--- config.mk ---
export PLATFORM = sky130hd
export DESIGN_NAME = lmcr_seq
export DESIGN_NICKNAME = d
export VERILOG_FILES = /design/src/rtl/lmcr_pkg.sv /design/src/rtl/lmcr_seq.sv
export SDC_FILE = /design/constraint.sdc
export NUM_CORES = 1
export LEC_CHECK = 0
export CAP_MARGIN = 15
export CELL_PAD_IN_SITES_DETAIL_PLACEMENT = 0
export CELL_PAD_IN_SITES_GLOBAL_PLACEMENT = 2
export CORE_AREA = 4 4 41 43
export CTS_BUF_LIST = sky130_fd_sc_hd__clkbuf_4
export CTS_CLUSTER_SIZE = 12
export DETAILED_ROUTE_END_ITERATION = 6
export DIE_AREA = 0 0 45 47
export DONT_BUFFER_PORTS = 1
export GPL_TIMING_DRIVEN = 0
export PLACE_DENSITY = 0.58
export SLEW_MARGIN = 15
export SYNTH_ARGS = -nofsm -noshare
export SYNTH_HDL_FRONTEND = slang
export SYNTH_SLANG_ARGS = --single-unit
--- constraint.sdc ---
create_clock -name clk -period 1.45 [get_ports clk]
set_clock_uncertainty 0.05 [all_clocks]
set_input_delay 0 -clock clk [delete_from_list [all_inputs] [get_ports clk]]
set_output_delay 0 -clock clk [all_outputs]
set_load 0.05 [all_outputs]
--- src/rtl/lmcr_pkg.sv ---
// Shared types, microcode program, font glyph table and rotation function.
`default_nettype none

package lmcr_pkg;

  localparam int MODULES_DEFAULT = 4;

  localparam logic [7:0] FIRST_CODE = 8'd32;
  localparam logic [7:0] LAST_CODE  = 8'd128;

  // One glyph: row 0 is the leftmost (most significant) byte, column c is bit 7 - c.
  typedef logic [0:7][7:0] glyph_t;

  // Datapath operation selected by the current control word.
  typedef enum logic [1:0] {
    OP_WAIT  = 2'd0,
    OP_ROT   = 2'd1,
    OP_WRITE = 2'd2,
    OP_EMIT  = 2'd3
  } uop_t;

  // Status condition that makes the sequencer jump; otherwise it holds the step.
  typedef enum logic [1:0] {
    COND_IN_GO      = 2'd0,
    COND_TURNS_ZERO = 2'd1,
    COND_ROW_LAST   = 2'd2,
    COND_EMIT_LAST  = 2'd3
  } cond_t;

  typedef logic [1:0] step_t;

  localparam step_t STEP_WAIT  = 2'd0;
  localparam step_t STEP_ROT   = 2'd1;
  localparam step_t STEP_WRITE = 2'd2;
  localparam step_t STEP_EMIT  = 2'd3;

  typedef struct packed {
    uop_t  op;
    cond_t cond;
    step_t target;
  } uword_t;

  typedef struct packed {
    logic in_go;
    logic turns_zero;
    logic row_last;
    logic emit_last;
  } stat_t;

  // The control program: each step repeats its operation until its condition jumps.
  function automatic uword_t ucode(input step_t step);
    uword_t w;
    unique case (step)
      STEP_WAIT:  w = '{op: OP_WAIT,  cond: COND_IN_GO,      target: STEP_ROT};
      STEP_ROT:   w = '{op: OP_ROT,   cond: COND_TURNS_ZERO, target: STEP_WRITE};
      STEP_WRITE: w = '{op: OP_WRITE, cond: COND_ROW_LAST,   target: STEP_EMIT};
      STEP_EMIT:  w = '{op: OP_EMIT,  cond: COND_EMIT_LAST,  target: STEP_WAIT};
    endcase
    return w;
  endfunction

  // One quarter turn: transpose, then reverse the row order.
  function automatic glyph_t quarter_turn(input glyph_t g);
    glyph_t t;
    for (int r = 0; r < 8; r++) begin
      for (int c = 0; c < 8; c++) begin
        t[r][7 - c] = g[c][r];
      end
    end
    return t;
  endfunction

  // Font table indexed by character code minus 32; unlisted entries are blank.
  function automatic glyph_t font_glyph(input logic [6:0] idx);
    glyph_t g;
    case (idx)
      7'd1:  g = 64'h1800_1818_3c3c_1800;
      7'd2:  g = 64'h0000_0000_286c_6c00;
      7'd3:  g = 64'h6c6c_fe6c_fe6c_6c00;
      7'd4:  g = 64'h103c_4038_0478_1000;
      7'd5:  g = 64'h6066_0c18_3066_0600;
      7'd6:  g = 64'hfc66_a614_3c66_3c00;
      7'd7:  g = 64'h0000_000c_1818_1800;
      7'd8:  g = 64'h6030_1818_1830_6000;
      7'd9:  g = 64'h060c_1818_180c_0600;
      7'd10: g = 64'h006c_38fe_386c_0000;
      7'd11: g = 64'h0010_107c_1010_0000;
      7'd12: g = 64'h060c_0c0c_0000_0000;
      7'd13: g = 64'h0000_003c_0000_0000;
      7'd14: g = 64'h0606_0000_0000_0000;
      7'd15: g = 64'h0006_0c18_3060_0000;
      7'd16: g = 64'h3c66_666e_7666_3c00;
      7'd17: g = 64'h7e18_1818_1c18_1800;
      7'd18: g = 64'h7e06_0c30_6066_3c00;
      7'd19: g = 64'h3c66_6038_6066_3c00;
      7'd20: g = 64'h3030_7e32_3438_3000;
      7'd21: g = 64'h3c66_6060_3e06_7e00;
      7'd22: g = 64'h3c66_663e_0666_3c00;
      7'd23: g = 64'h1818_1830_3066_7e00;
      7'd24: g = 64'h3c66_663c_6666_3c00;
      7'd25: g = 64'h3c66_607c_6666_3c00;
      7'd26: g = 64'h0018_1800_1818_0000;
      7'd27: g = 64'h0c18_1800_1818_0000;
      7'd28: g = 64'h6030_180c_1830_6000;
      7'd29: g = 64'h6030_180c_1830_6000;
      7'd30: g = 64'h060c_1830_180c_0600;
      7'd31: g = 64'h1800_1838_6066_3c00;
      7'd32: g = 64'h003c_421a_3a22_1c00;
      7'd33: g = 64'h6666_667e_6666_3c00;
      7'd34: g = 64'h3e66_663e_6666_3e00;
      7'd35: g = 64'h3c66_0606_0666_3c00;
      7'd36: g = 64'h3e66_6666_6666_3e00;
      7'd37: g = 64'h7e06_063e_0606_7e00;
      7'd38: g = 64'h0606_063e_0606_7e00;
      7'd39: g = 64'h3c66_7606_0666_3c00;
      7'd40: g = 64'h6666_667e_6666_6600;
      7'd41: g = 64'h3c18_1818_1818_3c00;
      7'd42: g = 64'h1c36_3630_3030_7800;
      7'd43: g = 64'h6636_1e0e_1e36_6600;
      7'd44: g = 64'h7e06_0606_0606_0600;
      7'd45: g = 64'hc6c6_c6d6_feee_c600;
      7'd46: g = 64'hc6c6_e6f6_dece_c600;
      7'd47: g = 64'h3c66_6666_6666_3c00;
      7'd48: g = 64'h0606_3e66_6666_3e00;
      7'd49: g = 64'h603c_7666_6666_3c00;
      7'd50: g = 64'h6636_1e3e_6666_3e00;
      7'd51: g = 64'h3c66_603c_0666_3c00;
      7'd52: g = 64'h1818_1818_185a_7e00;
      7'd53: g = 64'h7c66_6666_6666_6600;
      7'd54: g = 64'h183c_6666_6666_6600;
      7'd55: g = 64'hc6ee_fed6_c6c6_c600;
      7'd56: g = 64'hc6c6_6c38_6cc6_c600;
      7'd57: g = 64'h1818_183c_6666_6600;
      7'd58: g = 64'h7e06_0c18_3060_7e00;
      7'd59: g = 64'h7818_1818_1818_7800;
      7'd60: g = 64'h0060_3018_0c06_0000;
      7'd61: g = 64'h0060_3018_0c06_0000;
      7'd62: g = 64'h0000_0082_4428_1000;
      7'd63: g = 64'h3c00_0000_0000_0000;
      7'd64: g = 64'h0000_0000_6030_3000;
      7'd65: g = 64'h7c66_7c60_3c00_0000;
      7'd66: g = 64'h3e66_663e_0606_0600;
      7'd67: g = 64'h3c66_0666_3c00_0000;
      7'd68: g = 64'h7c66_667c_6060_6000;
      7'd69: g = 64'h3c06_7e66_3c00_0000;
      7'd70: g = 64'h0c0c_3e0c_0c6c_3800;
      7'd71: g = 64'h3c60_7c66_667c_0000;
      7'd72: g = 64'h6666_663e_0606_0600;
      7'd73: g = 64'h3c18_1818_0018_0000;
      7'd74: g = 64'h1c36_3630_3000_3000;
      7'd75: g = 64'h6636_1e36_6606_0600;
      7'd76: g = 64'h1818_1818_1818_1800;
      7'd77: g = 64'hd6d6_feee_c600_0000;
      7'd78: g = 64'h6666_667e_3e00_0000;
      7'd79: g = 64'h3c66_6666_3c00_0000;
      7'd80: g = 64'h0606_3e66_663e_0000;
      7'd81: g = 64'hf0b0_3c36_363c_0000;
      7'd82: g = 64'h0606_6666_3e00_0000;
      7'd83: g = 64'h3e40_3c02_7c00_0000;
      7'd84: g = 64'h1818_187e_1818_0000;
      7'd85: g = 64'h7c66_6666_6600_0000;
      7'd86: g = 64'h183c_6666_0000_0000;
      7'd87: g = 64'h7cd6_d6d6_c600_0000;
      7'd88: g = 64'h663c_183c_6600_0000;
      7'd89: g = 64'h3c60_7c66_6600_0000;
      7'd90: g = 64'h3c0c_1830_3c00_0000;
      7'd91: g = 64'h7018_180c_1818_7000;
      7'd92: g = 64'h0018_1818_1818_1800;
      7'd93: g = 64'h0e18_1830_1818_0e00;
      7'd94: g = 64'h0000_0036_5c00_0000;
      default: g = '0;
    endcase
    return g;
  endfunction

endpackage

`default_nettype wire

--- src/rtl/lmcr_seq.sv ---
// Microcode sequencer: step counter, program table and conditional jumps.
`default_nettype none

module lmcr_seq (
  input  wire logic           clk,
  input  wire logic           rst,
  input  wire lmcr_pkg::stat_t stat,
  output lmcr_pkg::uop_t      op
);
  import lmcr_pkg::*;

  step_t  step;
  step_t  step_next;
  uword_t cw;
  logic   jump;

  assign cw = ucode(step);
  assign op = cw.op;

  always_comb begin
    unique case (cw.cond)
      COND_IN_GO:      jump = stat.in_go;
      COND_TURNS_ZERO: jump = stat.turns_zero;
      COND_ROW_LAST:   jump = stat.row_last;
      COND_EMIT_LAST:  jump = stat.emit_last;
    endcase
    step_next = jump ? cw.target : step;
  end

  always_ff @(posedge clk) begin
    if (rst) begin
      step <= STEP_WAIT;
    end else begin
      step <= step_next;
    end
  end

endmodule

`default_nettype wire

==> results by group <==
Run status
  – Outcome: finished clean

Worst setup path
  – Crit end category: output port
  – Reg2Reg Setup Slack: 90 ps
  – Crit path DAT: 1340 ps
  – Slowest stage delay, CP: 360 ps
  – Slowest CP cell: dfxtp_4
  – Critical path data required time: 1400 ps
  – Crit-path max FO: 5
  – Setup crit start kind: register
  – CP Cell Sequence: inv_2 > ha_1 > or2_2 > buf_4
  – Critical path class: register to output port

Synthesis
  – Post-synth cell types: 13
  – Mapped Nets: 41
  – Seq/Total Area, Yosys: 15.5%
  – Synthesized area per cell: 9.55 µm²
  – Synth warn: 0
  – Syn Inst Count: 27
  – Synthesized area: 258 µm²
  – #FFs+latches synth: 2

Placement
  – Dpl ws: -27.3 ps
  – Routability cong.: 0.703
  – Buffers on Ports: 0

Floorplan
  – Die area: 0.00212 mm²
  – # IOs: 8
  – Core area: 0.00130 mm²
  – # rows: 13
  – Die Y: 47 µm
  – Initial Util: 19.8%
  – Die Wd: 45 µm

Global routing
  – First-pass GRT wire length: 662 µm
  – Global Route Usage Sum: 4.65%
  – Number of global-route vias before repair: 187
  – GRT overflow: 0
  – Initial antenna violation count: 0
  – Pin count of the biggest net entering global routing: 7

CTS
  – Clock Latency Late Sink: 220 ps
  – Clk buf depth: 2
  – CTS Buf Count: 3
  – Setup bufs post-CTS: 0
  – Htree depth: 1
  – CTS root buffer: clkbuf_4
  – CTS Sinks: 2
  – Worst-path clk slew: 30 ps
  – CTS tree: yes

STA
  – Slack of the critical path: 64.6 ps
  – Worst hold slack: 31.9 ps
  – RSZ-0062 raised after global routing: no
  – Final setup viols: 0
  – Fmax: 0.722 GHz
  – Hold Vio Cnt, Final: 0
  – Setup TNS: 0 ps
  – Slew at the pin closest to its max-slew limit: 224 ps
  – Slew Limit Fails: 0
  – Relative slew slack: 85.0%
  – Fin crit share: 95.5%
  – Min Tclk post-route: 1390 ps

Layout
  – Final core utilization: 24.1%
  – Reg with most FFs: step
  – Most common cell after layout, fill and taps aside: ha_1
  – # diodes: 0
  – Most frequent cells in the layout: ha_1, nor2_1, clkbuf_4
  – Max FFs per register: 2
  – Top flop regs: step x2
  – Area growth from synthesis to layout: 21.8%
  – Layout cells sized above 1: 38.7%
  – Layout net count: 47
  – Filler cells: 154

Detailed routing
  – Wl on met1: 180 µm
  – DR top layer: met3
  – DRT iter0 DRCs: 1
  – Routed WL per cell: 9.61 µm
  – Met3 Routed Length: 28 µm
  – Drt first pass iters: 4
  – Routed length on met2: 233 µm
  – Routed Antenna Nets: 0
  – Post-route DRC: 0
  – DR vias/cell: 4.17
  – WL final: 442 µm
  – Via count: 192

Job
  – Max_cap viols: 0

Min path
  – Worst min-delay path class: input port to register

Power and ir drop
  – Pwr/cell area: 2000 mW/mm²
  – Worst IR Drop VDD: 0.775 mV
  – P_leak: 0.151 nW
==> worst paths after layout <==
check	startpoint	end	cells after the start
setup / recovery	step[0]	op[1]	4
hold / removal	stat[3]	step[0]	3
setup reg to reg	step[1]	step[0]	5
hold reg to reg	step[1]	step[1]	2
==> routing by layer <==
layer  track usage, %  vias to the layer above
li1                 -                      101
met1             4.06                       87
met2             7.06                        4
met3             2.68                        0
met4             5.26                        0
met5                0                        -
==> cell usage after synthesis, drive strengths merged <==
| library cell | count | share of area, % |
|---|---|---|
| a2111o | 1 | 4.4 |
| o31ai | 1 | 2.9 |
| buf | 2 | 5.8 |
| nor2b | 1 | 5.3 |
| nor2 | 3 | 4.4 |
| a21oi | 2 | 3.9 |
| or2 | 1 | 2.4 |
| mux2i | 1 | 3.9 |
| nand2b | 2 | 4.9 |
| dfxtp | 2 | 16 |
| a22oi | 1 | 4.9 |
| inv | 2 | 2.9 |
| ha | 8 | 39 |
==> cell families (layout without fill, tap and decap cells) <==
family          count (synthesis)  after routing  synth area share (%)
compound gates                  5              5                  16.0
fa+ha+maj                       8              8                  38.8
buf+inv                         4              8                  8.74
flops                           2              2                  15.5
mux                             1              1                  3.88
simple gates                    7              7                  17.0
==> worst max-delay path: cells and delay by family, from the launching register on <==
family	cells	cell delay (ps)
AND/OR/NAND/NOR	1	290
flip-flops	1	360
buffers and inverters	2	260
adder cells (fa/ha/maj)	1	200
==> metrics by stage <==
| stage | cell area, µm² | std cells | power (mW) |
|---|---|---|---|
| finish | 314 | 46 | 0.629 |
| global route | 314 | 46 | 0.689 |
| CTS | 312 | 46 | 0.639 |
| detailed placement | 277 | 42 | 0.493 |
| global placement | 277 | 42 | 0.494 |
| floorplan | 258 | 27 | 0.442 |
==> report_power, final <==
part / switching (mW) / internal, mW / total [mW]
Sequential: 0.0387 / 0.0883 / 0.127
Combinational: 0.219 / 0.160 / 0.379
Clock: 0.0316 / 0.0913 / 0.123
==> what timing repair did <==
| action | in CTS | in global routing |
|---|---|---|
| gates cloned | 0 | 0 |
| hold endpoints to repair | 2 | 0 |
| hold buffers | 1 | 0 |
| setup endpoints to repair | 3 | 2 |
| resized for setup | 3 | 2 |
==> area by class of cell <==
| cell class | instances | area [µm²] | share of cell area [%] |
|---|---|---|---|
| multi-input combinational | 21 | 195 | 62.2 |
| sequential | 2 | 45.0 | 14.3 |
| clock buffer | 3 | 22.5 | 7.17 |
| tap | 15 | 18.8 | 5.98 |
| buffer | 2 | 15.0 | 4.78 |
| timing repair buffer | 1 | 10.0 | 3.19 |
| inverter | 2 | 7.51 | 2.39 |
Note: power is estimated with default switching activity, not from simulation.
