==> src/rtl/lmcr_pkg.sv <==
// Shared types, microcode program, font glyph table and rotation function.
`default_nettype none

package lmcr_pkg;

  localparam int MODULES_DEFAULT = 4;

  localparam logic [7:0] FIRST_CODE = 8'd32;
  localparam logic [7:0] LAST_CODE  = 8'd128;

  // One glyph: row 0 is the leftmost (most significant) byte, column c is bit 7 - c.
  typedef logic [0:7][7:0] glyph_t;

  // Datapath operation selected by the current control word.
  typedef enum logic [1:0] {
    OP_WAIT  = 2'd0,
    OP_ROT   = 2'd1,
    OP_WRITE = 2'd2,
    OP_EMIT  = 2'd3
  } uop_t;

  // Status condition that makes the sequencer jump; otherwise it holds the step.
  typedef enum logic [1:0] {
    COND_IN_GO      = 2'd0,
    COND_TURNS_ZERO = 2'd1,
    COND_ROW_LAST   = 2'd2,
    COND_EMIT_LAST  = 2'd3
  } cond_t;

  typedef logic [1:0] step_t;

  localparam step_t STEP_WAIT  = 2'd0;
  localparam step_t STEP_ROT   = 2'd1;
  localparam step_t STEP_WRITE = 2'd2;
  localparam step_t STEP_EMIT  = 2'd3;

  typedef struct packed {
    uop_t  op;
    cond_t cond;
    step_t target;
  } uword_t;

  typedef struct packed {
    logic in_go;
    logic turns_zero;
    logic row_last;
    logic emit_last;
  } stat_t;

  // The control program: each step repeats its operation until its condition jumps.
  function automatic uword_t ucode(input step_t step);
    uword_t w;
    unique case (step)
      STEP_WAIT:  w = '{op: OP_WAIT,  cond: COND_IN_GO,      target: STEP_ROT};
      STEP_ROT:   w = '{op: OP_ROT,   cond: COND_TURNS_ZERO, target: STEP_WRITE};
      STEP_WRITE: w = '{op: OP_WRITE, cond: COND_ROW_LAST,   target: STEP_EMIT};
      STEP_EMIT:  w = '{op: OP_EMIT,  cond: COND_EMIT_LAST,  target: STEP_WAIT};
    endcase
    return w;
  endfunction

  // One quarter turn: transpose, then reverse the row order.
  function automatic glyph_t quarter_turn(input glyph_t g);
    glyph_t t;
    for (int r = 0; r < 8; r++) begin
      for (int c = 0; c < 8; c++) begin
        t[r][7 - c] = g[c][r];
      end
    end
    return t;
  endfunction

  // Font table indexed by character code minus 32; unlisted entries are blank.
  function automatic glyph_t font_glyph(input logic [6:0] idx);
    glyph_t g;
    case (idx)
      7'd1:  g = 64'h1800_1818_3c3c_1800;
      7'd2:  g = 64'h0000_0000_286c_6c00;
      7'd3:  g = 64'h6c6c_fe6c_fe6c_6c00;
      7'd4:  g = 64'h103c_4038_0478_1000;
      7'd5:  g = 64'h6066_0c18_3066_0600;
      7'd6:  g = 64'hfc66_a614_3c66_3c00;
      7'd7:  g = 64'h0000_000c_1818_1800;
      7'd8:  g = 64'h6030_1818_1830_6000;
      7'd9:  g = 64'h060c_1818_180c_0600;
      7'd10: g = 64'h006c_38fe_386c_0000;
      7'd11: g = 64'h0010_107c_1010_0000;
      7'd12: g = 64'h060c_0c0c_0000_0000;
      7'd13: g = 64'h0000_003c_0000_0000;
      7'd14: g = 64'h0606_0000_0000_0000;
      7'd15: g = 64'h0006_0c18_3060_0000;
      7'd16: g = 64'h3c66_666e_7666_3c00;
      7'd17: g = 64'h7e18_1818_1c18_1800;
      7'd18: g = 64'h7e06_0c30_6066_3c00;
      7'd19: g = 64'h3c66_6038_6066_3c00;
      7'd20: g = 64'h3030_7e32_3438_3000;
      7'd21: g = 64'h3c66_6060_3e06_7e00;
      7'd22: g = 64'h3c66_663e_0666_3c00;
      7'd23: g = 64'h1818_1830_3066_7e00;
      7'd24: g = 64'h3c66_663c_6666_3c00;
      7'd25: g = 64'h3c66_607c_6666_3c00;
      7'd26: g = 64'h0018_1800_1818_0000;
      7'd27: g = 64'h0c18_1800_1818_0000;
      7'd28: g = 64'h6030_180c_1830_6000;
      7'd29: g = 64'h6030_180c_1830_6000;
      7'd30: g = 64'h060c_1830_180c_0600;
      7'd31: g = 64'h1800_1838_6066_3c00;
      7'd32: g = 64'h003c_421a_3a22_1c00;
      7'd33: g = 64'h6666_667e_6666_3c00;
      7'd34: g = 64'h3e66_663e_6666_3e00;
      7'd35: g = 64'h3c66_0606_0666_3c00;
      7'd36: g = 64'h3e66_6666_6666_3e00;
      7'd37: g = 64'h7e06_063e_0606_7e00;
      7'd38: g = 64'h0606_063e_0606_7e00;
      7'd39: g = 64'h3c66_7606_0666_3c00;
      7'd40: g = 64'h6666_667e_6666_6600;
      7'd41: g = 64'h3c18_1818_1818_3c00;
      7'd42: g = 64'h1c36_3630_3030_7800;
      7'd43: g = 64'h6636_1e0e_1e36_6600;
      7'd44: g = 64'h7e06_0606_0606_0600;
      7'd45: g = 64'hc6c6_c6d6_feee_c600;
      7'd46: g = 64'hc6c6_e6f6_dece_c600;
      7'd47: g = 64'h3c66_6666_6666_3c00;
      7'd48: g = 64'h0606_3e66_6666_3e00;
      7'd49: g = 64'h603c_7666_6666_3c00;
      7'd50: g = 64'h6636_1e3e_6666_3e00;
      7'd51: g = 64'h3c66_603c_0666_3c00;
      7'd52: g = 64'h1818_1818_185a_7e00;
      7'd53: g = 64'h7c66_6666_6666_6600;
      7'd54: g = 64'h183c_6666_6666_6600;
      7'd55: g = 64'hc6ee_fed6_c6c6_c600;
      7'd56: g = 64'hc6c6_6c38_6cc6_c600;
      7'd57: g = 64'h1818_183c_6666_6600;
      7'd58: g = 64'h7e06_0c18_3060_7e00;
      7'd59: g = 64'h7818_1818_1818_7800;
      7'd60: g = 64'h0060_3018_0c06_0000;
      7'd61: g = 64'h0060_3018_0c06_0000;
      7'd62: g = 64'h0000_0082_4428_1000;
      7'd63: g = 64'h3c00_0000_0000_0000;
      7'd64: g = 64'h0000_0000_6030_3000;
      7'd65: g = 64'h7c66_7c60_3c00_0000;
      7'd66: g = 64'h3e66_663e_0606_0600;
      7'd67: g = 64'h3c66_0666_3c00_0000;
      7'd68: g = 64'h7c66_667c_6060_6000;
      7'd69: g = 64'h3c06_7e66_3c00_0000;
      7'd70: g = 64'h0c0c_3e0c_0c6c_3800;
      7'd71: g = 64'h3c60_7c66_667c_0000;
      7'd72: g = 64'h6666_663e_0606_0600;
      7'd73: g = 64'h3c18_1818_0018_0000;
      7'd74: g = 64'h1c36_3630_3000_3000;
      7'd75: g = 64'h6636_1e36_6606_0600;
      7'd76: g = 64'h1818_1818_1818_1800;
      7'd77: g = 64'hd6d6_feee_c600_0000;
      7'd78: g = 64'h6666_667e_3e00_0000;
      7'd79: g = 64'h3c66_6666_3c00_0000;
      7'd80: g = 64'h0606_3e66_663e_0000;
      7'd81: g = 64'hf0b0_3c36_363c_0000;
      7'd82: g = 64'h0606_6666_3e00_0000;
      7'd83: g = 64'h3e40_3c02_7c00_0000;
      7'd84: g = 64'h1818_187e_1818_0000;
      7'd85: g = 64'h7c66_6666_6600_0000;
      7'd86: g = 64'h183c_6666_0000_0000;
      7'd87: g = 64'h7cd6_d6d6_c600_0000;
      7'd88: g = 64'h663c_183c_6600_0000;
      7'd89: g = 64'h3c60_7c66_6600_0000;
      7'd90: g = 64'h3c0c_1830_3c00_0000;
      7'd91: g = 64'h7018_180c_1818_7000;
      7'd92: g = 64'h0018_1818_1818_1800;
      7'd93: g = 64'h0e18_1830_1818_0e00;
      7'd94: g = 64'h0000_0036_5c00_0000;
      default: g = '0;
    endcase
    return g;
  endfunction

endpackage

`default_nettype wire

==> src/rtl/lmcr_fbuf.sv <==
// Frame buffer memory with per-entry valid bits, refresh read pipe and output register.
`default_nettype none

module lmcr_fbuf #(
  parameter int MODULES = lmcr_pkg::MODULES_DEFAULT,
  parameter int KW      = (MODULES > 1) ? $clog2(MODULES) : 1,
  parameter int AW      = $clog2(MODULES * 8)
) (
  input  wire logic           clk,
  input  wire logic           rst,
  input  wire lmcr_pkg::uop_t op,
  input  wire logic           wr_en,
  input  wire logic [AW-1:0]  wr_addr,
  input  wire logic [7:0]     wr_data,
  output logic                emit_last,
  output logic                out_valid,
  input  wire logic           out_stall,
  output logic [3:0]          reg_address,
  output logic [7:0]          reg_data,
  output logic                frame_end,
  output logic                last
);
  import lmcr_pkg::*;

  localparam int DEPTH = MODULES * 8;

  logic [7:0]       mem [DEPTH];
  logic [DEPTH-1:0] vld;

  logic [2:0]    col;
  logic [KW-1:0] chain;
  logic [AW-1:0] raddr;
  logic          chain_last;
  logic          advance;
  logic          issue;

  logic       rd_pend;
  logic [7:0] rd_data;
  logic       rd_ok;
  logic [2:0] rd_col;
  logic       rd_fe;
  logic       rd_last;

  assign raddr      = AW'({chain, col});
  assign chain_last = (chain == KW'(MODULES - 1));
  assign advance    = !out_valid || !out_stall;
  assign issue      = (op == OP_EMIT) && advance;
  assign emit_last  = issue && chain_last && (col == 3'd7);

  always_ff @(posedge clk) begin
    if (wr_en) begin
      mem[wr_addr] <= wr_data;
    end
    if (issue) begin
      rd_data <= mem[raddr];
    end
  end

  always_ff @(posedge clk) begin
    if (rst) begin
      vld       <= '0;
      col       <= 3'd0;
      chain     <= '0;
      rd_pend   <= 1'b0;
      out_valid <= 1'b0;
    end else begin
      if (wr_en) begin
        vld[wr_addr] <= 1'b1;
      end
      if (issue) begin
        if (chain_last) begin
          chain <= '0;
          col   <= col + 3'd1;
        end else begin
          chain <= chain + KW'(1);
        end
      end
      if (advance) begin
        rd_pend   <= issue;
        out_valid <= rd_pend;
      end
    end
  end

  always_ff @(posedge clk) begin
    if (issue) begin
      rd_ok   <= vld[raddr];
      rd_col  <= col;
      rd_fe   <= chain_last;
      rd_last <= chain_last && (col == 3'd7);
    end
    if (advance && rd_pend) begin
      reg_address <= 4'({1'b0, rd_col}) + 4'd1;
      reg_data    <= rd_ok ? rd_data : 8'd0;
      frame_end   <= rd_fe;
      last        <= rd_last;
    end
  end

  a_no_write_during_refresh: assert property (@(posedge clk) disable iff (rst)
    !(wr_en && issue))
    else $error("frame buffer written while refresh reads are issued");

  a_last_closes_frame: assert property (@(posedge clk) disable iff (rst)
    (out_valid && last) |-> (frame_end && reg_address == 4'd8))
    else $error("final pair is not the last module of column eight");

  a_read_stage_holds: assert property (@(posedge clk) disable iff (rst)
    (rd_pend && !advance) |=> (rd_pend && $stable(rd_col) && $stable(rd_fe)))
    else $error("read stage lost its entry while the output was stalled");

endmodule

`default_nettype wire

==> config.mk <==
export PLATFORM = sky130hd
export DESIGN_NAME = lmcr_fbuf
export DESIGN_NICKNAME = d
export VERILOG_FILES = /design/src/rtl/lmcr_pkg.sv /design/src/rtl/lmcr_fbuf.sv
export SDC_FILE = /design/constraint.sdc
export NUM_CORES = 1
export LEC_CHECK = 0
export ABC_AREA = 1
export BUFFER_PORTS_ARGS = -buffer_cell sky130_fd_sc_hd__buf_2
export CAP_MARGIN = 5
export CORE_ASPECT_RATIO = 0.7
export CORE_MARGIN = 5
export CORE_UTILIZATION = 36
export CTS_CLUSTER_SIZE = 14
export DETAILED_ROUTE_END_ITERATION = 6
export GPL_ROUTABILITY_DRIVEN = 0
export PLACE_DENSITY = 0.47
export SLEW_MARGIN = 20
export SYNTH_ARGS = -nofsm -noshare
export SYNTH_HDL_FRONTEND = slang
export SYNTH_SLANG_ARGS = --single-unit
==> constraint.sdc <==
create_clock -name clk -period 2.4 [get_ports clk]
set_input_delay 0.24 -clock clk [delete_from_list [all_inputs] [get_ports clk]]
set_output_delay 0.24 -clock clk [all_outputs]
set_load 0.05 [all_outputs]
==> summary.md, run 1 <==
| Metric | Value |
|---|---|
| Outcome | completed |
| Sequential share of power | 0.548 |
| DP Worst Slack | 462 ps |
| Setup TNS | 0 ps |
| NetSw | 2.46 mW |
| Cell with the most instances on the worst path | ha_1 |
| Top post-synthesis cells by area | edfxtp_1 66%, nand2_1 12%, nand3_1 8.4% |
| Worst R2R Setup Slack | 310 ps |
| CTS H-tree lvls | 1 |
| Total GRT Usage | 0.174 |
| Post-Syn Nets | 1214 |
| Hold Crit Class | input port to flop |
| Max rail drop VDD | 0.000495 V |
| Worst EP required | 2160 ps |
| Tot Pwr | 11.4 mW |
| Commonest cells in the netlist | 425 x nand2_1, 284 x edfxtp_1, 217 x nand3_1 |
| Fill cells | 3429 |
| Reg-to-reg critical path endpoint | rd_ok$_DFFE_PN_ |
| Setup crit end kind | output port |
| DR WL/cell | just over 20 um |
| I/O Pins | 35 |
| Syn Inst Count | 1191 |
| RSZ-0062 raised after global routing | no |
| Post-synth EDFFs | 284 |
| Max-cap violations | 0 |
| Hold Path Depth | 4 |
| Async S/R FF share, synth | 0 |
| Crit. Startpoint | col[1]$_SDFFE_PP0P_ |
| Max Clock Freq | 450 MHz |
| Grt ovf | 0 |
| Skew-Pair Late Insertion Delay | 570 ps |
| Row count | 58 |
| Max Transition Viols Final | 0 |
| CP Max Fanout | 22 |
| Combinational share of power | 0.036 |
| Worst Reg-to-Reg Cells | 11 |
| Post-synth cell types | 19 |
| Sw frac | 0.217 |
| Crit path cell chain | buf_6, ha_1, ha_1, nand2_1, nor2_1, clkbuf_4 |
| CP max stage delay | 410 ps |
| Fin util | 0.417 |
| Reg-to-reg critical path startpoint | col[0]$_SDFFE_PP0P_ |
| Tmin final | 2220 ps |
| TritonCTS clock tree | built |
| Number of port buffers | 34 |
| Yosys top cell area share | 0.656 |
| Cell with the largest stage delay on the worst path | dfxtp_2 |
| WS Path Type | flop to output port |
| Pwr per Cell Area | 761 mW/mm^2 |
| CTS Buf Count | 31 |
| Count leader, synth | nand2_1 |
| Routed Antenna Nets | 0 |
| HPWL after DPL | 20700 um |
| Per-instance average area after synthesis | 10.9 um^2 |
| Internal power | just under 9 mW |
| Fin cells | 1748 |
| Share of cells above drive strength 1 | 0.107 |
| Clk pwr share | 0.416 |
| Actual slew at the worst max-slew pin | 897 ps |
| Final Setup Violations | 0 |
| Via Count | 8540 |
| Sequential area share after synthesis | 0.716 |
| ANT cells | 0 |
| Area occupied by multi-input gates | approximately 0.0032 mm^2 |
| Core area | approximately 0.036 mm^2 |
| Antenna violations before repair | 0 |
| DP Cell Count | approximately 1700 |
| Yosys top cell by area | edfxtp_1 |
| Initial DRC count | 702 |
| Period utilisation layout | 0.926 |
| DR DRC count | 0 |
| Drt pass-1 iters | 5 |
| Final WL | roughly 35000 um |
| Area delta synth->final | 14.7% |
| Leak | 5.64 nW |
| CTS Buffer Depth | 3 |
| Rel. slew slack | 0.401 |
| Root buf cell | clkbuf_16 |
| Synth Flop Type | edfxtp_1 |
| Total number of yosys warnings | 0 |
| Clk sinks | between 300 and 400 |
| Die Height | 169 um |
| Worst-path clk slew | 60 ps |
| Setup ws final | 177 ps |
| WHS Endpoint | vld[29]$_SDFFE_PP0P_ |
| Largest net degree at the start of global routing | 75 |
| Arrival time at the worst endpoint | between 1500 and 2000 ps |
| Global-route wire length before repair | 53700 um |
| Register area | 0.00931 mm^2 |
| Die width | between 200 and 250 um |
| HP Start | wr_addr[1] |
| Final Hold Fails | 0 |
| Seq cells post-synth | 323 |
| Final #Nets | 1267 |
| Critical Path Start Type | flop |
| Mapped Area | 0.0130 mm^2 |
| Vias in the first global route | 8193 |
| DIE AREA | 0.0401 mm^2 |
| Clock skew | 9.13 ps |
| Vias per cell | 4.89 |
| Starting Density | 0.364 |
==> cells in the final DEF, fill, tap and decap left out, drive strengths merged <==
cell	instances
clkinv	14
a211oi	4
ha	4
nor3	12
a21oi	3
nand2	425
dfxtp	39
inv	40
nor4	1
clkbuf	47
dlygate4sd3	1
nand3	217
buf	79
nor2	96
xor2	2
edfxtp	284
==> routing by layer <==
layer	GRT usage	vias to the layer above	wire length, um
met5	0	-	0
met4	0.0306	0	463
met3	0.0332	38	2160
met2	0.239	228	14000
met1	0.286	4123	18500
li1	-	4151	-
==> worst max-delay path by stage <==
stage / cells past startpoint / end / slack (ps)
after detailed placement: 10 / rd_ok$_DFFE_PN_ / 460
final: 6 / emit_last / 180
after floorplan: 4 / mem[29][0]$_DFFE_PP_ / 530
after CTS: 6 / emit_last / 0.06
after global placement: 10 / rd_ok$_DFFE_PN_ / 500
after global routing: 6 / emit_last / 10
==> critical path, delay by kind of cell, from the launching register on <==
family,cells,cell delay [ps]
adder cells (fa/ha/maj),2,320
buffers and inverters,2,510
flip-flops,1,410
AND/OR/NAND/NOR,2,170
==> power by group through the flow <==
stage | registers [mW] | clock network [mW] | logic, mW
after CTS | 6.22 | 4.81 | 0.416
after global placement | 6.35 | 0 | 0.413
after detailed placement | 6.35 | 0 | 0.414
final | 6.22 | 4.72 | 0.411
after global routing | 6.23 | 5.07 | 0.459
after floorplan | 6.36 | 0 | 0.184
==> metrics by stage <==
stage,hold WS [ps],area (um^2)
detailed placement,406,13900
floorplan,339,13000
CTS,62.9,14900
global placement,402,13900
finish,83.1,14900
global route,136,14900
==> cell families after synthesis <==
logic type / count (synthesis) / share of synthesized area
buf+inv: 104 / 0.0367
flops: 323 / 0.716
simple gates: 751 / 0.239
compound gates: 7 / 0.00346
xor+xnor: 2 / 0.00135
fa+ha+maj: 4 / 0.00385
==> area by class of cell <==
type | count | share of cell area
Clock buffer | 45 | 0.0609
Clock inverter | 12 | 0.00394
Inverter | 42 | 0.0107
Multi-Input combinational cell | 764 | 0.216
Sequential cell | 323 | 0.624
Tap cell | 480 | 0.0403
Timing Repair Buffer | 82 | 0.0439
==> registers in the layout, summed over array words and instances (netlist names), 2 cells and up <==
signal       count
chain            2
rd_col           3
col              3
rd_data          8
vld             32
reg_address      4
mem            256
reg_data         8
==> what timing repair did <==
action                                  CTS  global route
endpoints found under the setup margin    1             1
setup buffers                             0             1
endpoints found under the hold margin     1             0
cloned                                    0             1
resized for setup                         1             3
hold buffers                              1             0
Power figures use the tool's default switching activity.
==> run 2: changes to the inputs <==
--- a/config.mk
+++ b/config.mk
@@ -5,7 +5,7 @@
 export SDC_FILE = /design/constraint.sdc
 export NUM_CORES = 1
 export LEC_CHECK = 0
-export ABC_AREA = 1
+export ABC_AREA = 0
 export BUFFER_PORTS_ARGS = -buffer_cell sky130_fd_sc_hd__buf_2
 export CAP_MARGIN = 5
 export CORE_ASPECT_RATIO = 0.7
==> summary.md, run 2 <==
| Metric | Value |
|---|---|
| Post-synth EDFFs | 284 |
| Worst Reg-to-Reg Cells | 5 |
| Worst-path clk slew | 60 ps |
| Internal power | 9.13 mW |
| Regs by FF count | mem x256, vld x32 |
| Cell with the largest stage delay on the worst path | mux4_2 |
| Top post-synthesis cells by area | edfxtp_1 68%, mux4_2 16%, dfxtp_1 6.3% |
| Starting Density | 0.362 |
| Largest net degree at the start of global routing | 40 |
| Pwr per Cell Area | 781 mW/mm^2 |
| Mapped Area | ~0.012 mm^2 |
| Clock skew | 17.5 ps |
| Setup ws final | approximately 67 ps |
| Final Hold Fails | 0 |
| Vias in the first global route | 6431 |
| Sw frac | 0.202 |
| Grt ovf | 0 |
| DR WL/cell | approximately 25 um |
| I/O Pins | 35 |
| Drt pass-1 iters | 4 |
| Sequential share of power | 0.543 |
| Root buf cell | clkbuf_16 |
| Cell with the most instances on the worst path | mux4_2 |
| Area delta synth->final | 17.4% |
| Hold Path Depth | 4 |
| Share of cells above drive strength 1 | 0.329 |
| Routed Antenna Nets | 0 |
| CP Max Fanout | 17 |
| Crit path cell chain | buf_4, buf_12, mux4_2, mux4_2, mux2_2 |
| DP Cell Count | about 1100 |
| Commonest cells in the netlist | 284 x edfxtp_1, 90 x mux4_2, 67 x nor2_1 |
| DR DRC count | 0 |
| Hold Crit Class | input port to flop |
| Fin cells | about 1200 |
| Crit path max-delay family | multiplexers |
| Yosys top cell by area | edfxtp_1 |
| Post-synth cell types | 28 |
| Most common cell after layout, fill and taps aside | edfxtp_1 |
| Skew-Pair Late Insertion Delay | 570 ps |
| CTS Buf Count | 31 |
| Via Count | 6224 |
| DP Worst Slack | 11.8 ps |
| Yosys top cell area share | 0.684 |
| NetSw | 2.31 mW |
| Max-cap violations | 0 |
| Per-instance average area after synthesis | 20.0 um^2 |
| TritonCTS clock tree | built |
| Outcome | completed |
| Seq cells post-synth | 323 |
| Worst Path Buf+Inv | 2 |
| Rel. slew slack | 0.549 |
| Setup TNS | 0 ps |
| Initial DRC count | 572 |
| Die width | roughly 230 um |
| Async S/R FF share, synth | 0 |
| Sequential area share after synthesis | 0.747 |
| Worst EP required | ~2700 ps |
| Row count | 57 |
| Max Clock Freq | 429 MHz |
| Leak | 4.66 nW |
| Final #Nets | 734 |
| Syn Inst Count | 623 |
| Tmin final | 2330 ps |
| Actual slew at the worst max-slew pin | 677 ps |
| Antenna violations before repair | 5 |
| Vias per cell | 5.15 |
| Most flops, register | mem |
| Period utilisation layout | 0.972 |
| Die Height | about 170 um |
| Crit path depth | 5 |
| Clk sinks | 323 |
| Total GRT Usage | 0.157 |
| Number of port buffers | 34 |
| CP max stage delay | 570 ps |
| Tot Pwr | 11.4 mW |
| Fill cells | 2982 |
| Number of flip-flops in the largest register | 256 |
| Global-route wire length before repair | 44400 um |
| Setup crit end kind | flop |
| RSZ-0062 raised after global routing | no |
| ANT cells | 0 |
| Total number of yosys warnings | 0 |
| Arrival time at the worst endpoint | ~2600 ps |
| Core area | 0.0344 mm^2 |
| CTS H-tree lvls | 1 |
| Synth Flop Type | edfxtp_1 |
| CTS Buffer Depth | 3 |
| Max rail drop VDD | 0.000541 V |
| Max Transition Viols Final | 0 |
| Final WL | ~30000 um |
| Commonest non-fill, non-tap cells in the layout | 284 x edfxtp_1, 90 x mux4_2, 67 x nor2_1 |
| WS Path Type | flop to flop |
| Combinational share of power | 0.028 |
| Count leader, synth | edfxtp_1 |
| HPWL after DPL | 19500 um |
| Critical Path Start Type | flop |
| Clk pwr share | 0.428 |
| DIE AREA | 0.0385 mm^2 |
| Post-Syn Nets | 646 |
| Final Setup Violations | 0 |
run 2: cell count changes after synthesis, sizes merged, moves of 5 or more:
cell    delta
and2      +12
a21oi     +35
inv       -37
mux2       +9
mux4      +90
nor2      -29
buf       -30
and3b      +5
nand3    -214
nand2    -420
nor3      -11
nand3b     +5
run 2: area by class of cell:
cell class | instances | area, um^2 | area share
Sequential cell | 323 | 9320 | 0.637
Multi-Input combinational cell | 261 | 2970 | 0.203
Clock buffer | 38 | 822 | 0.0562
Timing Repair Buffer | 91 | 717 | 0.0490
Tap cell | 472 | 591 | 0.0404
Clock inverter | 20 | 204 | 0.0139
Inverter | 3 | 11.3 | 0.000770
run 2: power groups by stage:
stage / clock (mW) / combinational [mW] / sequential (mW)
floorplan: 0 / 0.131 / 6.35
global placement: 0 / 0.314 / 6.33
detailed placement: 0 / 0.325 / 6.34
CTS: 5.04 / 0.326 / 6.21
global route: 5.30 / 0.348 / 6.22
finish: 4.90 / 0.321 / 6.21
run 2: per-stage QoR:
stage	hold WS (ps)	util	instance area, um^2
finish	142	0.425	14600
global route	154	0.425	14600
CTS	106	0.424	14600
detailed placement	405	0.394	13600
global placement	404	0.394	13600
floorplan	339	-	12500
run 2: cells by family after synthesis:
kind of cell | after synthesis | synth area share
AOI/OAI and AO/OA | 43 | 0.0179
xor gates and xnor gates | 1 | 0.000703
adders and majority gates | 4 | 0.00402
buffers and inverters | 39 | 0.0146
DFF | 323 | 0.747
muxes | 99 | 0.171
and+or+nand+nor | 114 | 0.0451
run 2: final timing paths:
path / start / endpoint / slack (ps)
setup / recovery: col[1]$_SDFFE_PP0P_ / rd_data[2]$_DFFE_PN_ / 70
hold / removal: out_stall / chain[1]$_SDFFE_PP0N_ / 140
setup reg to reg: col[1]$_SDFFE_PP0P_ / rd_data[2]$_DFFE_PN_ / 70
hold reg to reg: rd_last$_DFFE_PN_ / last$_DFFE_PP_ / 420
run 2: tightest hold or removal path, delay by kind of cell:
family	cells	cell delay [ps]
AOI/OAI and AO/OA	1	50
buffers and inverters	1	90
and+or+nand+nor	2	270
run 2: metal layers:
metal / vias up / part of all wire / global-route usage
met5: - / 0.0016 / 0
met4: 8 / 0.018 / 0.0290
met3: 50 / 0.071 / 0.0433
met2: 181 / 0.44 / 0.235
met1: 3275 / 0.47 / 0.234
li1: 2710 / - / -
run 2: what timing repair did:
item | 4_1_cts | 5_1_grt
endpoints found under the setup margin | 2 | 1
gates resized for setup | 2 | 0
cloned | 0 | 0
setup buffers | 2 | 2
hold buffers | 0 | 0
==> run 3: changes to the inputs <==
==> constraint.sdc (replaced) <==
create_clock -name clk -period 2.65 [get_ports clk]
set_input_delay 0.265 -clock clk [delete_from_list [all_inputs] [get_ports clk]]
set_output_delay 0.265 -clock clk [all_outputs]
set_load 0.05 [all_outputs]
==> summary.md, run 3 (same netlist as run 2, synthesis figures left out) <==
| Metric | Value |
|---|---|
| Outcome | completed |
| Critical Path Start Type | flop |
| RSZ-0062 raised after global routing | no |
| Number of flip-flops in the largest register | 256 |
| Skew-Pair Late Insertion Delay | 570 ps |
| Routed Antenna Nets | 0 |
| CTS Buf Count | 31 |
| CP Max Fanout | 6 |
| Vias in the first global route | 6491 |
| Final WL | just under 30000 um |
| Cell with the most instances on the worst path | ha_1 |
| Max Transition Viols Final | 0 |
| CP max stage delay | ~630 ps |
| DP Cell Count | between 1000 and 1500 |
| CTS H-tree lvls | 1 |
| Largest net degree at the start of global routing | 40 |
| Regs by FF count | mem x256, vld x32 |
| Tmin final | 2350 ps |
| Grt ovf | 0 |
| Setup crit end kind | output port |
| Fill cells | around 3000 |
| Worst-path clk slew | around 60 ps |
| Die width | 232 um |
| Hold Crit Class | input port to flop |
| Rel. slew slack | 0.501 |
| Leak | roughly 4.6 nW |
| Final Hold Fails | 0 |
| Reg-to-reg critical path startpoint | col[1]$_SDFFE_PP0P_ |
| Worst EP required | 2380 ps |
| Share of cells above drive strength 1 | 0.312 |
| TritonCTS clock tree | built |
| Drt pass-1 iters | 5 |
| Max-cap violations | 0 |
| Pwr per Cell Area | just over 700 mW/mm^2 |
| Setup TNS | 0 ps |
| Arrival time at the worst endpoint | around 2100 ps |
| CTS Buffer Depth | 3 |
| HP Start | out_stall |
| Postcts setup bufs | 0 |
| Most flops, register | mem |
| Fin util | 0.421 |
| Final #Nets | between 700 and 800 |
| Clock skew | 9.58 ps |
| Clk sinks | 323 |
| Root buf cell | clkbuf_16 |
| Die Height | approximately 170 um |
| Starting Density | 0.362 |
| Final Setup Violations | 0 |
| Actual slew at the worst max-slew pin | 748 ps |
| Commonest non-fill, non-tap cells in the layout | 284 x edfxtp_1, 90 x mux4_2, 67 x nor2_1 |
| Fin cells | about 1200 |
| DP Worst Slack | 321 ps |
| GR Util met1 | 0.244 |
| HPWL after DPL | between 15000 and 20000 um |
| Vias per cell | 5.20 |
| Cell with the largest stage delay on the worst path | dfxtp_1 |
| WHS Endpoint | chain[1]$_SDFFE_PP0N_ |
| Max rail drop VDD | 0.000416 V |
| Antenna violations before repair | 2 |
| Core area | 0.0344 mm^2 |
| WS Path Type | flop to output port |
| Global Route met2 Usage | 0.212 |
| Reg-to-reg critical path endpoint | rd_data[2]$_DFFE_PN_ |
| Via Count | around 6200 |
| Setup ws final | 302 ps |
| Hold Path Depth | 4 |
| Worst Reg-to-Reg Cells | 4 |
| Number of port buffers | 34 |
| Layer with the highest usage | met1 |
| Row count | 57 |
| Global-route wire length before repair | 43300 um |
| Met3 Resource Use GR | 0.0318 |
| DR WL/cell | about 24 um |
| Most common cell after layout, fill and taps aside | edfxtp_1 |
| DIE AREA | 0.0385 mm^2 |
| Initial DRC count | 473 |
| Total GRT Usage | 0.152 |
| DR DRC count | 0 |
| Max Clock Freq | 426 MHz |
| Crit path cell chain | ha_1, ha_1, and2_1, and3_1, buf_2 |
| Worst R2R Setup Slack | 320 ps |
| Crit. Startpoint | col[0]$_SDFFE_PP0P_ |
| I/O Pins | 35 |
| Area delta synth->final | 16.4% |
| Period utilisation layout | 0.886 |
run 3: changes by cell type in the layout (fill, tap and decap cells not counted), sizes merged:
cell      change
clkbuf        +4
bufinv        +1
buf          -10
diode         +1
clkinv        -2
inv           -1
clkinvlp      -3
run 3: power by group:
group	internal, mW	total, mW	switching (mW)
clock network	2.63	4.46	1.83
logic	0.0747	0.281	0.206
registers	5.60	5.63	0.0284
run 3: how the worst max path moves through the flow:
| stage | depth (start not counted) | endpoint |
|---|---|---|
| 5_1_grt | 6 | emit_last |
| 3_5_place_dp | 4 | rd_data[2]$_DFFE_PN_ |
| 2_1_floorplan | 5 | rd_data[0]$_DFFE_PN_ |
| 4_1_cts | 4 | emit_last |
| 6_report | 5 | emit_last |
| 3_3_place_gp | 4 | rd_data[2]$_DFFE_PN_ |
run 3: what timing repair did:
item,4_1_cts,5_1_grt
hold buffers,0,0
resized for setup,0,1
setup endpoints to repair,0,1
run 3: through the flow:
stage,instance area (um^2),hold slack [ps],power [mW]
floorplan,12500,364,5.87
global placement,13500,415,6.02
finish,14500,135,10.4
detailed placement,13500,408,6.03
global route,14500,172,10.7
CTS,14500,101,10.5
run 3: cell type report:
class                      instances  area [um^2]  area share
antenna                            1         2.50    0.000173
clock inverter                    15          193      0.0133
tap                              472          591      0.0407
clock buffer                      42          817      0.0563
inverter                           3         11.3    0.000777
timing repair buffer              81          598      0.0412
sequential                       323         9320       0.643
multi-input combinational        261         2970       0.205
run 3: metal layers:
layer  wire, um  vias up
met5         13        -
met3       1770       45
met1      14200     3316
met4        618        2
met2      12200      179
li1           -     2687
run 3: worst max-delay path: cells and delay by family, from the launching register on:
family        cells  cell delay [ps]
flops             1              630
fa+ha+maj         2              360
buf+inv           1              260
simple gates      2              270
